===== config.mk =====
export PLATFORM = sky130hd
export DESIGN_NAME = xorshift32_uniform_draw_top
export DESIGN_NICKNAME = d
export VERILOG_FILES = /design/src/design/xs32ud_pkg.sv /design/src/design/xs32ud_ctrl.sv /design/src/design/xs32ud_dpath.sv /design/src/design/xorshift32_uniform_draw_top.sv
export SDC_FILE = /design/constraint.sdc
export NUM_CORES = 1
export LEC_CHECK = 0
export ABC_AREA = 1
export BUFFER_PORTS_ARGS = -buffer_cell sky130_fd_sc_hd__clkbuf_2
export CAP_MARGIN = 20
export CELL_PAD_IN_SITES_DETAIL_PLACEMENT = 1
export CELL_PAD_IN_SITES_GLOBAL_PLACEMENT = 2
export CORE_MARGIN = 8
export CORE_UTILIZATION = 33
export DETAILED_ROUTE_END_ITERATION = 6
export MAX_ROUTING_LAYER = met4
export PLACE_DENSITY_LB_ADDON = 0.1
export SLEW_MARGIN = 15
export SYNTH_ARGS = -nofsm -noshare
export SYNTH_HDL_FRONTEND = slang
export SYNTH_SLANG_ARGS = --single-unit

===== constraint.sdc =====
create_clock -name clk -period 3.4 [get_ports clk]
set_input_delay 0.17 -clock clk [delete_from_list [all_inputs] [get_ports clk]]
set_output_delay 0.17 -clock clk [all_outputs]
set_load 0.1 [all_outputs]

===== src/design/xs32ud_pkg.sv =====
// Shared types and constants for the xorshift32 uniform draw block.
// Used by xs32ud_ctrl, xs32ud_dpath and xorshift32_uniform_draw_top.
`timescale 1ns / 1ps

package xs32ud_pkg;

  localparam int unsigned WORD_W     = 32;
  localparam int unsigned SHIFT_A    = 13;
  localparam int unsigned SHIFT_B    = 17;
  localparam int unsigned SHIFT_C    = 15;
  localparam int unsigned DIV_CNT_W  = 5;   // one quotient bit per cycle; counts the remainder steps of a division
  localparam int unsigned TRY_CNT_W  = 6;   // up to 64 generator steps per draw

  localparam logic [WORD_W-1:0] SEED_RESET = 32'h796C694C;
  localparam logic [WORD_W-1:0] ALL_ONES   = 32'hFFFFFFFF;

  typedef enum logic [2:0] {
    S_IDLE,
    S_STEP,
    S_LIMIT,
    S_DRAW,
    S_MOD,
    S_DONE
  } state_t;

  typedef struct packed {
    logic capture;     // latch request, set up limit division
    logic div_step;    // one remainder step
    logic gen_step;    // advance generator, set up word division
    logic load_limit;  // keep remainder as reject limit
    logic out_load;    // load output register
  } cmd_t;

  typedef struct packed {
    logic start_uniform;  // incoming request needs the rejection loop
    logic div_last;       // last remainder step this cycle
    logic draw_stop;      // generated word accepted or try cap reached
    logic out_free;       // output register can take a new value
  } status_t;

  function automatic logic [WORD_W-1:0] xs_next(input logic [WORD_W-1:0] x);
    logic [WORD_W-1:0] a;
    logic [WORD_W-1:0] b;
    a = x ^ (x << SHIFT_A);
    b = a ^ (a << SHIFT_B);
    return b ^ (b >> SHIFT_C);
  endfunction

endpackage


===== src/design/xs32ud_ctrl.sv =====
// Controller state machine for the xorshift32 uniform draw block.
// Depends on xs32ud_pkg; drives the command struct of xs32ud_dpath.
`timescale 1ns / 1ps

module xs32ud_ctrl
  import xs32ud_pkg::*;
(
  input  logic    clk,
  input  logic    rst,
  input  logic    in_valid,
  output logic    in_ready,
  input  status_t status,
  output cmd_t    cmd
);

  state_t state;
  state_t state_next;

  always_ff @(posedge clk) begin
    if (rst) begin
      state <= S_IDLE;
    end else begin
      state <= state_next;
    end
  end

  always_comb begin
    state_next = state;
    cmd        = '0;
    in_ready   = 1'b0;
    unique case (state)
      S_IDLE: begin
        in_ready = 1'b1;
        if (in_valid) begin
          cmd.capture = 1'b1;
          state_next  = status.start_uniform ? S_LIMIT : S_STEP;
        end
      end
      S_STEP: begin
        cmd.gen_step = 1'b1;
        state_next   = S_DONE;
      end
      S_LIMIT: begin
        cmd.div_step = 1'b1;
        if (status.div_last) begin
          cmd.load_limit = 1'b1;
          state_next     = S_DRAW;
        end
      end
      S_DRAW: begin
        cmd.gen_step = 1'b1;
        if (status.draw_stop) begin
          state_next = S_MOD;
        end
      end
      S_MOD: begin
        cmd.div_step = 1'b1;
        if (status.div_last) begin
          state_next = S_DONE;
        end
      end
      S_DONE: begin
        if (status.out_free) begin
          cmd.out_load = 1'b1;
          state_next   = S_IDLE;
        end
      end
      default: begin
        state_next = S_IDLE;
      end
    endcase
  end

endmodule


===== src/design/xs32ud_dpath.sv =====
// Datapath: generator state, bit-serial remainder unit, limit and output registers.
// Depends on xs32ud_pkg; commanded by xs32ud_ctrl.
`timescale 1ns / 1ps

module xs32ud_dpath
  import xs32ud_pkg::*;
(
  input  logic              clk,
  input  logic              rst,
  input  logic              seed_wr_en,
  input  logic [WORD_W-1:0] seed_wr_data,
  input  logic              in_opcode,
  input  logic [WORD_W-1:0] in_low,
  input  logic [WORD_W-1:0] in_high,
  input  cmd_t              cmd,
  output status_t           status,
  output logic              out_valid,
  input  logic              out_ready,
  output logic [WORD_W-1:0] out_data
);

  logic [WORD_W-1:0]    gen_state;
  logic [WORD_W-1:0]    gen_next;
  logic [WORD_W-1:0]    word;
  logic [WORD_W-1:0]    low;
  logic [WORD_W-1:0]    range;
  logic [WORD_W-1:0]    limit;
  logic                 uniform;
  logic [WORD_W-1:0]    rem;
  logic [WORD_W-1:0]    rem_next;
  logic [WORD_W-1:0]    dvd;
  logic [DIV_CNT_W-1:0] div_cnt;
  logic [TRY_CNT_W-1:0] tries;
  logic [WORD_W:0]      trial;
  logic [WORD_W:0]      diff;
  logic [WORD_W-1:0]    in_range;

  assign gen_next = xs_next(gen_state);
  assign in_range = in_high - in_low + WORD_W'(1);

  assign trial    = {rem, dvd[WORD_W-1]};
  assign diff     = trial - {1'b0, range};
  assign rem_next = diff[WORD_W] ? trial[WORD_W-1:0] : diff[WORD_W-1:0];

  always_ff @(posedge clk) begin
    if (rst) begin
      gen_state <= SEED_RESET;
    end else if (seed_wr_en) begin
      gen_state <= seed_wr_data;
    end else if (cmd.gen_step) begin
      gen_state <= gen_next;
    end
  end

  always_ff @(posedge clk) begin
    if (cmd.capture) begin
      low     <= in_low;
      range   <= in_range;
      uniform <= in_opcode & (in_range != '0);
      rem     <= '0;
      dvd     <= ALL_ONES;
      div_cnt <= '0;
      tries   <= '0;
    end else begin
      if (cmd.gen_step) begin
        word    <= gen_next;
        tries   <= tries + TRY_CNT_W'(1);
        rem     <= '0;
        dvd     <= gen_next;
        div_cnt <= '0;
      end else if (cmd.div_step) begin
        rem     <= rem_next;
        dvd     <= dvd << 1;
        div_cnt <= div_cnt + DIV_CNT_W'(1);
      end
      if (cmd.load_limit) begin
        limit <= rem_next;
      end
    end
  end

  always_ff @(posedge clk) begin
    if (rst) begin
      out_valid <= 1'b0;
    end else if (cmd.out_load) begin
      out_valid <= 1'b1;
    end else if (out_ready) begin
      out_valid <= 1'b0;
    end
  end

  always_ff @(posedge clk) begin
    if (cmd.out_load) begin
      out_data <= uniform ? rem + low : word;
    end
  end

  assign status.start_uniform = in_opcode & (in_range != '0);
  assign status.div_last      = (div_cnt == '1);
  assign status.draw_stop     = (gen_next > limit) || (tries == '1);
  assign status.out_free      = ~out_valid | out_ready;

endmodule


===== src/design/xorshift32_uniform_draw_top.sv =====
// Top level of the xorshift32 uniform draw block.
// Depends on xs32ud_pkg, xs32ud_ctrl and xs32ud_dpath.
//
// Usage:
//   Requests arrive on the s_axis channel: tuser is the opcode (0 raw word,
//   1 uniform draw), tdata holds range_low in bits 31:0, range_high in 63:32.
//   Each request yields one 32-bit result on the m_axis channel.
//   seed_wr_en/seed_wr_data load the generator state; write only while idle.
// Sequence:
//   Raw requests (and uniform requests whose range wraps to zero) are
//   captured, take one generator step and load the result. Uniform requests
//   run the shared bit-serial remainder unit twice (reject limit, then final
//   modulo) with one cycle per generator step between, for 1..64 steps.
//   One request is in work at a time; the next is accepted once the result
//   has been placed in the output register.
// Reset:
//   rst (synchronous) loads the generator with 0x796C694C and empties the
//   output register.
// Stalls:
//   The result holds in the output register while m_axis_tready is low; a
//   following request is taken meanwhile and waits when done.
`timescale 1ns / 1ps

module xorshift32_uniform_draw_top
  import xs32ud_pkg::*;
(
  input  logic              clk,
  input  logic              rst,
  input  logic              seed_wr_en,
  input  logic [WORD_W-1:0] seed_wr_data,
  input  logic              s_axis_tvalid,
  output logic              s_axis_tready,
  input  logic [63:0]       s_axis_tdata,   // [31:0] range_low, [63:32] range_high
  input  logic              s_axis_tuser,   // [0] opcode
  output logic              m_axis_tvalid,
  input  logic              m_axis_tready,
  output logic [WORD_W-1:0] m_axis_tdata    // [31:0] random_value
);

  cmd_t    cmd;
  status_t status;

  xs32ud_ctrl u_ctrl (
    .clk      (clk),
    .rst      (rst),
    .in_valid (s_axis_tvalid),
    .in_ready (s_axis_tready),
    .status   (status),
    .cmd      (cmd)
  );

  xs32ud_dpath u_dpath (
    .clk          (clk),
    .rst          (rst),
    .seed_wr_en   (seed_wr_en),
    .seed_wr_data (seed_wr_data),
    .in_opcode    (s_axis_tuser),
    .in_low       (s_axis_tdata[31:0]),
    .in_high      (s_axis_tdata[63:32]),
    .cmd          (cmd),
    .status       (status),
    .out_valid    (m_axis_tvalid),
    .out_ready    (m_axis_tready),
    .out_data     (m_axis_tdata)
  );

endmodule

==> results of run 1 <==
## metrics by stage
| stage | instances | cell area (sq um) | power, mW |
|---|---|---|---|
| floorplan | 2379 | 18200 | 11.2 |
| global placement | 3236 | 20100 | 14.3 |
| detailed placement | 3236 | 20100 | 14.5 |
| CTS | 3371 | 22100 | 18.7 |
| global route | 3371 | 22100 | 19.9 |
| finish | 3371 | 22100 | 18.5 |
## repair_timing
| item | 4_1_cts | 5_1_grt |
|---|---|---|
| hold buffers | 67 | 0 |
| endpoints found under the setup margin | 0 | 4 |
| endpoints found under the hold margin | 69 | 0 |
| gates resized for setup | 0 | 18 |
## state kept, by name, summed over array words and instances (netlist names), 3 cells and up
signal             count
u_dpath.word          32
u_dpath.low           32
u_dpath.limit         32
u_dpath.rem           32
u_dpath.dvd           32
u_dpath.out_data      32
u_dpath.gen_state     32
u_dpath.range         32
u_dpath.tries          6
u_dpath.div_cnt        5
u_ctrl.state           3
## power by group through the flow
| stage | Clock (mW) | Combinational (mW) | Sequential (mW) |
|---|---|---|---|
| 6_report | 4.07 | 9.18 | 5.23 |
| 5_1_grt | 4.27 | 10.3 | 5.31 |
| 4_1_cts | 4.18 | 9.29 | 5.23 |
| 3_5_place_dp | 0 | 9.17 | 5.29 |
| 3_3_place_gp | 0 | 8.99 | 5.27 |
| 2_1_floorplan | 0 | 5.97 | 5.21 |
## logic make-up (layout without fill, tap and decap cells)
group,Yosys count,in the layout,synth area share
compound gates,373,373,0.119
xor+xnor,85,85,0.0409
fa+ha+maj,162,162,0.112
buf+inv,432,720,0.0913
flops,272,272,0.387
simple gates,1055,1055,0.249
## metal layers
metal  global-route usage  vias up
li1                     -     8332
met2                0.388      246
met3               0.0235      118
met1                0.249     7993
met4               0.0780        0
met5                    -        -
## final cells by class
cell class	count	area (sq um)
timing repair buffer	272	1910
tap	704	881
inverter	380	1430
sequential	272	7060
fill	6719	32800
multi-input combinational	1675	9600
clock buffer	51	1060
clock inverter	17	191
## cell usage after synthesis (all sizes together), types with 2 or more instances
master and number:
a21oi 161, nor3b 2, a22oi 14, nor4 6, fa 3, nand2 637, and3 2, ha 159
o21ai 96, edfxtp 161, xor2 48, buf 13, inv 378, and2 2, a21o 7, nor2 199
nand4 21, nand3b 12, clkbuf 39, o21bai 10, nand3 121, clkinv 2, a31oi 29, xnor2 37
o21a 8, a21boi 2, a221oi 6, o311ai 2, dfxtp 111, o31ai 2, or2 24, o211ai 30
nor3 29
## final timing paths
check	endpoint	slack, ns	depth (start not counted)
max	u_ctrl.state[1]$_SDFFE_PP0P_	0.24	22
min	u_dpath.gen_state[6]$_SDFFE_PP1P_	0.07	2
max reg2reg	u_ctrl.state[0]$_SDFFE_PP0P_	0.26	18
min reg2reg	u_dpath.dvd[5]$_SDFFE_PP1P_	0.47	2
## worst max-delay path, cell delays in order
cell and delay [ns]:
dlygate4sd3_1 0.55, clkbuf_2 0.12, inv_1 0.04, ha_1 0.28, ha_2 0.40, nand3_1 0.13, nand3_2 0.15, nand2_1 0.09
nand2_1 0.18, nand2_1 0.10, nand2_1 0.13, nand2_1 0.08, nand2_1 0.11, nand2_1 0.07, nor2_1 0.13, nand2_1 0.09
nor2_1 0.19, nand3_2 0.22, nand3_1 0.14, nand2_1 0.06, nand2_1 0.06, a21oi_1 0.05
==> metrics.md, run 1 <==
| Metric | Value |
|---|---|
| Worst r2r src | u_dpath.gen_state[10]$_SDFFE_PP0P_ |
| # setup viols final | 0 |
| Met2 wire length | 33.6 mm |
| DR top layer | met4 |
| Max VDD drop | 331 uV |
| CP endpoint kind | flip-flop |
| Post-route setup slack | 0.242 ns |
| Worst Setup SP | s_axis_tdata[3] |
| YS warnings | 0 |
| DRT Wirelength | 66.7 mm |
| Psw | 8.32 mW |
| Int Power | 10.2 mW |
| Commonest non-fill, non-tap cell in the layout | nand2_1 |
| Final antenna-violating net count | 0 |
| Via count | 16689 |
| Initial antenna violation count | 0 |
| 1st-pass router iterations | 7 |
| Maxcap violations | 0 |
| Depth of the CTS H-tree | 2 |
| Met3 WL | 1.64 mm |
| Combinational fraction of design power | 0.497 |
| Sw frac | 0.451 |
| Final Critical Period | 3.16 ns |
| Layout cells sized above 1 | 0.148 |
| Vias per Instance | 4.95 |
| Pin count of the biggest net entering global routing | 51 |
| GRT Overall Usage | 0.217 |
| Worst skew pair latency | 0.57 ns |
| Hold WS | 0.0706 ns |
| Detailed Place HPWL | 54.3 mm |
| Async SR Flop Fraction | 0 |
| Fin nets | 2902 |
| Setup Buffers After CTS | 0 |
| Main synth FF type | edfxtp_1 |
| Cell area after synthesis | 18200 sq um |
| Mapped Cells | 2379 |
| HP Start | seed_wr_en |
| Pwr dens | 835 nW/um^2 |
| Top cell type by total area after synthesis | edfxtp_1 |
| Row cnt | 86 |
| Kind of critical path | input port to flip-flop |
| Clock Path Buffers | 3 |
| Outcome | finished, final reports clean |
| Remaining Overflow, GRT | 0 |
| Area growth syn-to-layout | 21.5% |
| # port buffers | 135 |
| Die area | 63000 sq um |
| TNS Setup | 0 ns |
| Slew @ Worst Pin | 0.922 ns |
| First-pass GRT wire length | 104 mm |
| Sequential element share of the synthesized area | 0.387 |
| TritonCTS buffer count | 37 |
| Fin util | 0.403 |
| Worst setup SP type | input port |
| Vias in the first global route | 18183 |
| Worst-path clk slew | 0.06 ns |
| Worst Path Arrival | 3.57 ns |
| Met1 WL | 29.1 mm |
| Max FO, Critical Path | 8 |
| Synth unique cells | 53 |
| Clock share of power | 0.220 |
| Most frequent cells in the layout | nand2_1 (574), inv_1 (373), nor2_1 (191), edfxtp_1 (161), a21oi_1 (158) |
| Syn_nets | 2643 |
| Clk root buf | clkbuf_16 |
| Die Ht | 251 um |
| Gpl congestion | 0.948 |
| Max-slew violation count | 0 |
| Final hold vios | 0 |
| I/O pins | 136 |
| Fin crit share | 0.929 |
| Seq cells post-synth | 272 |
| Max Clk Rate | 317 MHz |
| CTS Sinks | 272 |
| Std-Cell Core Area | 54900 sq um |
| Initial DRC count | 628 |
| Avg Inst Size Synth | 7.66 sq um |
| Antenna cell count | 0 |
| Clock Skews | 0.0312 ns |
| Pre-CTS setup slack | -0.0286 ns |
| Slew headroom | 0.385 |
| Lkg Pwr | 10.7 nW |
| Req. time, crit path | 3.81 ns |
| EDFF count, synth | 161 |
| Drt wl/cell | 19.8 um |
| Starting density of the core | 0.332 |
| Tightest Hold Check Type | input port to flip-flop |
| CTS tree | built |
| Sequential share of power | 0.283 |
| DRC violations left | 0 |
| Yosys top cell area share | 0.265 |
| Top cells by area, synth | edfxtp_1 (27%), dfxtp_1 (12%), nand2_1 (12%) |
| Die W | 251 um |
Note: power is estimated with default switching activity, not from simulation.
==> run 2: changes to the inputs <==
CORE_UTILIZATION = 32   (was 33)
RECOVER_POWER = 100   (was not set)
SYNTH_HIERARCHICAL = 1   (was not set)
==> run 2 against run 1 <==
The flow now finishes with violations (max-capacitance violations, max-slew violations). Via count rose by 5.1%. Fmax barely moved. Register-to-register slack got worse by 0.02 ns. Combinational power rose by 14%. First-iteration DRC count rose by 31%. Flip-flop and latch count did not move. Critical path type is now flip-flop to flip-flop. Largest power group unchanged.
==> metrics.md, run 2 <==
| Metric | Value |
|---|---|
| CTS Sinks | 272 (unchanged) |
| Slowest-stage cell, CP | dfxtp_1 |
| Seq cells post-synth | 272 (unchanged) |
| Req. time, crit path | 3.85 ns (+0.04 ns) |
| DRT Wirelength | 73.6 mm (+10%) |
| Failing checks | max-capacitance violations, max-slew violations |
| Die area | 66000 sq um (+4.7%) |
| Drt wl/cell | 20.6 um (+4.1%) |
| Worst skew pair latency | 0.56 ns (about the same) |
| Synth cell count leaders | nand2_1 (752), inv_1 (379), nor2_1 (212) |
| Combinational fraction of design power | 0.531 (+0.034) |
| Max-slew violation count | 134 (+134) |
| Layout cells sized above 1 | 0.107 (-0.0405) |
| Async SR Flop Fraction | 0 (unchanged) |
| I/O pins | 136 (unchanged) |
| GRT Overall Usage | 0.224 (+0.00784) |
| Die W | 257 um (+2.3%) |
| Psw | 9.49 mW (+14%) |
| Gpl congestion | 0.872 (-8.1%) |
| Maxcap violations | 2 (+2) |
| Std-Cell Core Area | 57500 sq um (+4.7%) |
| Worst R2R Setup Slack | 0.24 ns (-0.02 ns) |
| Clock share of power | 0.194 (-0.026) |
| Mapped Cells | 2530 (+6.3%) |
| YS warnings | 6 (+6) |
| Max VDD drop | 422 uV (+27%) |
| Worst setup SP type | flip-flop |
| Initial antenna violation count | 3 (+3) |
| Sequential share of power | 0.275 (-0.008) |
| CP cell instances | xnor2_2 > xor2_1 > buf_4 > xor2_1 > inv_1 > ha_1 > a21oi_1 > nor2_1 > a211oi_1 > o221ai_1 > a21oi_1 > nand2_1 > nand2_1 > nand2_1 > inv_1 > nand2_1 > nand2_2 > nor2_4 > a21oi_1 > nor2_1 |
| Final antenna-violating net count | 0 (unchanged) |
| Main synth FF type | edfxtp_1 |
| Clock Skews | 0.0181 ns (-0.0131 ns) |
| Top cells by area, synth | edfxtp_1 (26%), nand2_1 (15%), dfxtp_1 (12%) |
| Int Power | 10.2 mW (+0.43%) |
| Worst Path Arrival | 3.61 ns (+0.04 ns) |
| Yosys top cell area share | 0.260 (-0.00492) |
| Max incr delay on CP | 0.44 ns (-0.11 ns) |
| EDFF count, synth | 161 (unchanged) |
| Pin count of the biggest net entering global routing | 102 (+100%) |
| Vias per Instance | 4.91 (-0.85%) |
| Fillers | 7239 (+7.7%) |
| Die Ht | 257 um (+2.3%) |
| Syn_nets | 2794 (+5.7%) |
| Cell area after synthesis | 18600 sq um (+1.9%) |
| Final hold vios | 0 (unchanged) |
| Synth unique cells | 48 (-9.4%) |
| Sw frac | 0.482 (+0.0316) |
| Lkg Pwr | 10.6 nW (-0.63%) |
| Remaining Overflow, GRT | 0 (unchanged) |
| Reg2reg path depth | 20 (+2) |
| # setup viols final | 0 (unchanged) |
| Tightest Hold Check Type | input port to flip-flop |
| Fin crit share | 0.930 (about the same) |
| Most frequent cells in the layout | nand2_1 (742), inv_1 (378), nor2_1 (197), a21oi_1 (169), nand3_1 (168) |
| Kind of critical path | flip-flop to flip-flop |
| CP endpoint kind | flip-flop |
| Sequential element share of the synthesized area | 0.380 (-0.00718) |
| Depth of the CTS H-tree | 2 (unchanged) |
| Area growth syn-to-layout | 20.6% |
| 1st-pass router iterations | 5 (-2) |
| Detailed Place HPWL | 60.2 mm (+11%) |
| TNS Setup | 0 ns (unchanged) |
| Max Clk Rate | 316 MHz (about the same) |
| Fin nets | 3043 (+4.9%) |
| First-pass GRT wire length | 112 mm (+7.6%) |
| Commonest non-fill, non-tap cell in the layout | nand2_1 |
| Non-Filler Instances | 3574 (+6.0%) |
| Placed insts | 3438 (+6.2%) |
| Worst-path clk slew | 0.06 ns (about the same) |
| Slew headroom | -0.0687 (-0.454) |
| CTS tree | built |
| Cell with the most instances after synthesis | nand2_1 |
| DRC violations left | 0 (unchanged) |
| Clock Path Buffers | 3 (unchanged) |
| Outcome | finished with violations |
| Max FO, Critical Path | 6 (-2) |
| Row cnt | 88 (+2.3%) |
| TritonCTS buffer count | 36 (-2.7%) |
| Final Critical Period | 3.16 ns (+0.00219 ns) |
| Slew @ Worst Pin | 1.60 ns (+0.681 ns) |
| Clk root buf | clkbuf_16 |
| Initial DRC count | 825 (+31%) |
| Avg Inst Size Synth | 7.34 sq um (-4.2%) |
| Hold path depth | 3 (+1) |
| Via count | 17543 (+5.1%) |
| Pwr dens | 880 nW/um^2 (+5.4%) |
| Most used cell, CP | nand2_1 |
| Vias in the first global route | 18554 (+2.0%) |
| Top cell type by total area after synthesis | edfxtp_1 |
| Starting density of the core | 0.323 (-0.00902) |
| # port buffers | 135 (unchanged) |
run 2: what timing repair did:
| item | CTS | global route |
|---|---|---|
| hold endpoints to repair | 66 | 0 |
| setup buffers | 0 | 1 |
| gates resized for setup | 0 | 50 |
| hold buffers | 66 | 0 |
| setup endpoints to repair | 0 | 3 |
run 2: per-layer routing:
metal  routed length (um)  global-route usage  up-vias
met3                 2360              0.0344      100
met5                    0                   -        -
li1                     -                   -     8741
met2                35200               0.376      265
met4                 2080              0.0683        0
met1                34000               0.278     8437
run 2: area by class of cell:
type,count,area [sq um],area share
Tap cell,765,957,0.0428
Timing Repair Buffer,263,1700,0.0758
Clock buffer,43,937,0.0419
Antenna cell,3,7.51,0.000335
Inverter,384,1440,0.0645
Multi-Input combinational cell,1822,10100,0.449
Sequential cell,272,7060,0.315
Clock inverter,22,226,0.0101
run 2: final timing paths:
path                                           from                      endpoint
hold / removal                         s_axis_tuser     u_dpath/uniform$_DFFE_PP_
hold reg to reg         u_dpath/dvd[0]$_SDFFE_PP1P_   u_dpath/dvd[0]$_SDFFE_PP1P_
setup reg to reg  u_dpath/gen_state[1]$_SDFFE_PP0P_  u_ctrl/state[2]$_SDFFE_PP0P_
setup / recovery  u_dpath/gen_state[1]$_SDFFE_PP0P_  u_ctrl/state[2]$_SDFFE_PP0P_
run 2: cell families (layout without fill, tap and decap cells):
logic type | Yosys count | in the layout | synth area share
AND/OR/NAND/NOR | 1256 | 1256 | 0.283
other | 0 | 3 | 0
XOR/XNOR | 76 | 76 | 0.0359
adder cells (fa/ha/maj) | 162 | 162 | 0.110
AO/OA/AOI/OAI | 328 | 328 | 0.100
flip-flops | 272 | 272 | 0.380
buffers and inverters | 436 | 712 | 0.0908
run 2: critical path, delay by kind of cell, from the launching register on:
kind	cells	cell delay (ns)
flops	1	0.44
compound gates	5	0.75
buf+inv	3	0.41
simple gates	8	0.57
fa+ha+maj	1	0.20
xor+xnor	3	0.67
run 2: through the flow:
stage                     utilization  worst slack, ns  area (sq um)  power (mW)  hold WS, ns
after global routing            0.389         -0.00865         22400        21.2       0.0339
after detailed placement        0.356           -0.123         20500        15.9        0.370
after CTS                       0.388           0.0570         22300        19.9       0.0931
after global placement          0.356          -0.0524         20500        15.7        0.366
final                           0.389            0.239         22400        19.7       0.0468
after floorplan                     -            0.238         18600        12.1        0.269
run 2: power groups by stage:
stage | combinational (mW) | sequential, mW | clock (mW)
6_report | 10.5 | 5.41 | 3.81
3_3_place_gp | 10.3 | 5.48 | 0
2_1_floorplan | 6.71 | 5.34 | 0
5_1_grt | 11.6 | 5.49 | 4.04
4_1_cts | 10.6 | 5.43 | 3.93
3_5_place_dp | 10.4 | 5.49 | 0
==> run 3: changes to the inputs <==
CORE_ASPECT_RATIO = 0.5   (was not set)
==> run 3 against run 2 <==
The run now ends clean. Sequential power down 2%. Critical path depth up 1. Core utilization down 0.12 points.
==> metrics.md, run 3 (same netlist as run 2, synthesis figures left out) <==
| Metric | Value |
|---|---|
| Outcome | finished, final reports clean |
| Slew headroom | 0.194 (+0.263) |
| Fin nets | 3044 (+0.033%) |
| Initial antenna violation count | 1 (-2) |
| Row cnt | 62 (-30%) |
| Clk root buf | clkbuf_16 |
| Area growth syn-to-layout | 19.9% |
| Non-Filler Instances | 3574 (unchanged) |
| Final antenna-violating net count | 0 (unchanged) |
| Pin count of the biggest net entering global routing | 68 (-33%) |
| CP endpoint kind | flip-flop |
| Layout cells sized above 1 | 0.111 (+0.00329) |
| Starting density of the core | 0.324 (+0.000832) |
| Die Ht | 186 um (-27%) |
| Worst Path Arrival | 3.66 ns (+0.05 ns) |
| Int Power | 9.82 mW (-3.7%) |
| Via count | 17137 (-2.3%) |
| Worst setup SP type | flip-flop |
| Remaining Overflow, GRT | 0 (unchanged) |
| Fin util | 0.388 (-0.00125) |
| Commonest non-fill, non-tap cell in the layout | nand2_1 |
| Drt wl/cell | 19.0 um (-7.9%) |
| Initial DRC count | 877 (+6.3%) |
| Multi-input logic area | 10000 sq um (-0.49%) |
| Die area | 66400 sq um (+0.71%) |
| Worst skew pair latency | 0.60 ns (+0.04 ns) |
| Tightest Hold Check Type | input port to flip-flop |
| Sw frac | 0.482 (about the same) |
| Sequential share of power | 0.281 (+0.006) |
| # port buffers | 135 (unchanged) |
| Kind of critical path | flip-flop to flip-flop |
| Req. time, crit path | 3.89 ns (+0.04 ns) |
| Pwr dens | 852 nW/um^2 (-3.2%) |
| Die W | 357 um (+39%) |
| First-pass GRT wire length | 104 mm (-6.7%) |
| Worst-path clk slew | 0.06 ns (about the same) |
| DRT Wirelength | 67.8 mm (-7.9%) |
| Vias per Instance | 4.79 (-2.3%) |
| Psw | 9.13 mW (-3.8%) |
| Final Critical Period | 3.17 ns (+0.00881 ns) |
| Fillers | 7148 (-1.3%) |
| I/O pins | 136 (unchanged) |
| CP cell instances | xnor2_1 > or2_2 > nand2_1 > inv_1 > ha_1 > nand2_1 > nor4_2 > buf_4 > inv_1 > nor4_2 > nand2_1 > nand2_1 > nand2_1 > nand2_1 > inv_1 > nand2_1 > nand2_2 > nor2_4 > nand3_1 > nand2_1 > nor2_1 |
| Clock Skews | 0.0169 ns (-0.00112 ns) |
| TritonCTS buffer count | 30 (-17%) |
| Setup Buffers After CTS | 0 (unchanged) |
| Slowest-stage cell, CP | dfxtp_1 |
| CTS tree | built |
| Vias in the first global route | 17763 (-4.3%) |
| DRC violations left | 0 (unchanged) |
| Max FO, Critical Path | 6 (unchanged) |
| Combinational fraction of design power | 0.546 (+0.015) |
| Placed insts | 3448 (+0.29%) |
| Depth of the CTS H-tree | 1 (-1) |
| Max-slew violation count | 0 (-100%) |
| # setup viols final | 0 (unchanged) |
| Gpl congestion | 0.870 (-0.21%) |
| Slew @ Worst Pin | 1.21 ns (-0.389 ns) |
| CTS Sinks | 272 (unchanged) |
| GRT Overall Usage | 0.204 (-0.0200) |
| Register area | 7060 sq um (about the same) |
| Clock Path Buffers | 3 (unchanged) |
| RSZ-0062 raised after global routing | true |
| Detailed Place HPWL | 55.4 mm (-8.0%) |
| Final hold vios | 0 (unchanged) |
| Max Clk Rate | 316 MHz (-0.28%) |
| Lkg Pwr | 10.6 nW (-0.14%) |
| Most used cell, CP | nand2_1 |
| 1st-pass router iterations | 5 (unchanged) |
| Max incr delay on CP | 0.42 ns (-0.02 ns) |
| Fin crit share | 0.932 (+0.00259) |
| Max VDD drop | 438 uV (+3.9%) |
| Most frequent cells in the layout | nand2_1 (747), inv_1 (378), nor2_1 (195), nand3_1 (170), a21oi_1 (169) |
| Clock share of power | 0.173 (-0.021) |
| Std-Cell Core Area | 57300 sq um (-0.26%) |
| Maxcap violations | 0 (-2) |
## run 3: worst max-delay path: cells and delay by family (launching register included)
| kind | cells | cell delay (ns) |
|---|---|---|
| xor gates and xnor gates | 1 | 0.16 |
| adders and majority gates | 1 | 0.28 |
| buffers and inverters | 4 | 0.34 |
| DFF | 1 | 0.42 |
| and+or+nand+nor | 15 | 1.85 |
## run 3: cell type report
cell class | instances | area share
repair buffers | 270 | 0.0805
clock inverters | 15 | 0.00590
well taps | 768 | 0.0432
multi-input cells | 1822 | 0.450
flip-flops and latches | 272 | 0.317
diodes | 2 | 0.000225
inverters | 384 | 0.0649
clock buffers | 41 | 0.0383
## run 3: worst paths after layout
path                                                          from                           endpoint  slack, ns  cells after the start
worst max-delay path            u_dpath/gen_state[13]$_SDFFE_PP1P_       u_ctrl/state[2]$_SDFFE_PP0P_       0.23                     21
worst min-delay path                                    seed_wr_en  u_dpath/gen_state[4]$_SDFFE_PP0P_       0.08                      3
worst max register to register  u_dpath/gen_state[13]$_SDFFE_PP1P_       u_ctrl/state[2]$_SDFFE_PP0P_       0.23                     21
worst min register to register       u_dpath/tries[5]$_SDFFE_PP0P_      u_dpath/tries[5]$_SDFFE_PP0P_       0.45                      1
## run 3: power by group through the flow
stage	Sequential [mW]	Combinational, mW	Clock (mW)
finish	5.32	10.4	3.28
detailed placement	5.37	10.3	0
global route	5.41	11.6	3.50
global placement	5.36	10.2	0
CTS	5.31	10.4	3.38
floorplan	5.34	6.71	0
## run 3: metrics by stage
step | instance area (sq um) | setup slack [ns] | TNS [ns] | hold slack [ns] | total power, mW
2_1_floorplan | 18600 | 0.238 | 0 | 0.269 | 12.1
3_3_place_gp | 20500 | -0.117 | -0.182 | 0.365 | 15.5
3_5_place_dp | 20500 | -0.0793 | -0.117 | 0.369 | 15.6
4_1_cts | 22200 | 0.0455 | 0 | 0.0653 | 19.1
5_1_grt | 22200 | -0.0110 | -0.0219 | 0.0863 | 20.5
6_report | 22200 | 0.231 | 0 | 0.0799 | 18.9
## run 3: layer usage
layer / part of all wire / routed length (um) / global-route usage
met5: 0 / 0 / -
met4: 0.023 / 1540 / 0.0427
met3: 0.029 / 1950 / 0.0230
met2: 0.43 / 29400 / 0.315
met1: 0.52 / 35000 / 0.288
## run 3: timing repair
item	CTS	global route
setup endpoints to repair	0	3
endpoints found under the hold margin	67	0
resized for setup	0	43
hold buffers	67	0
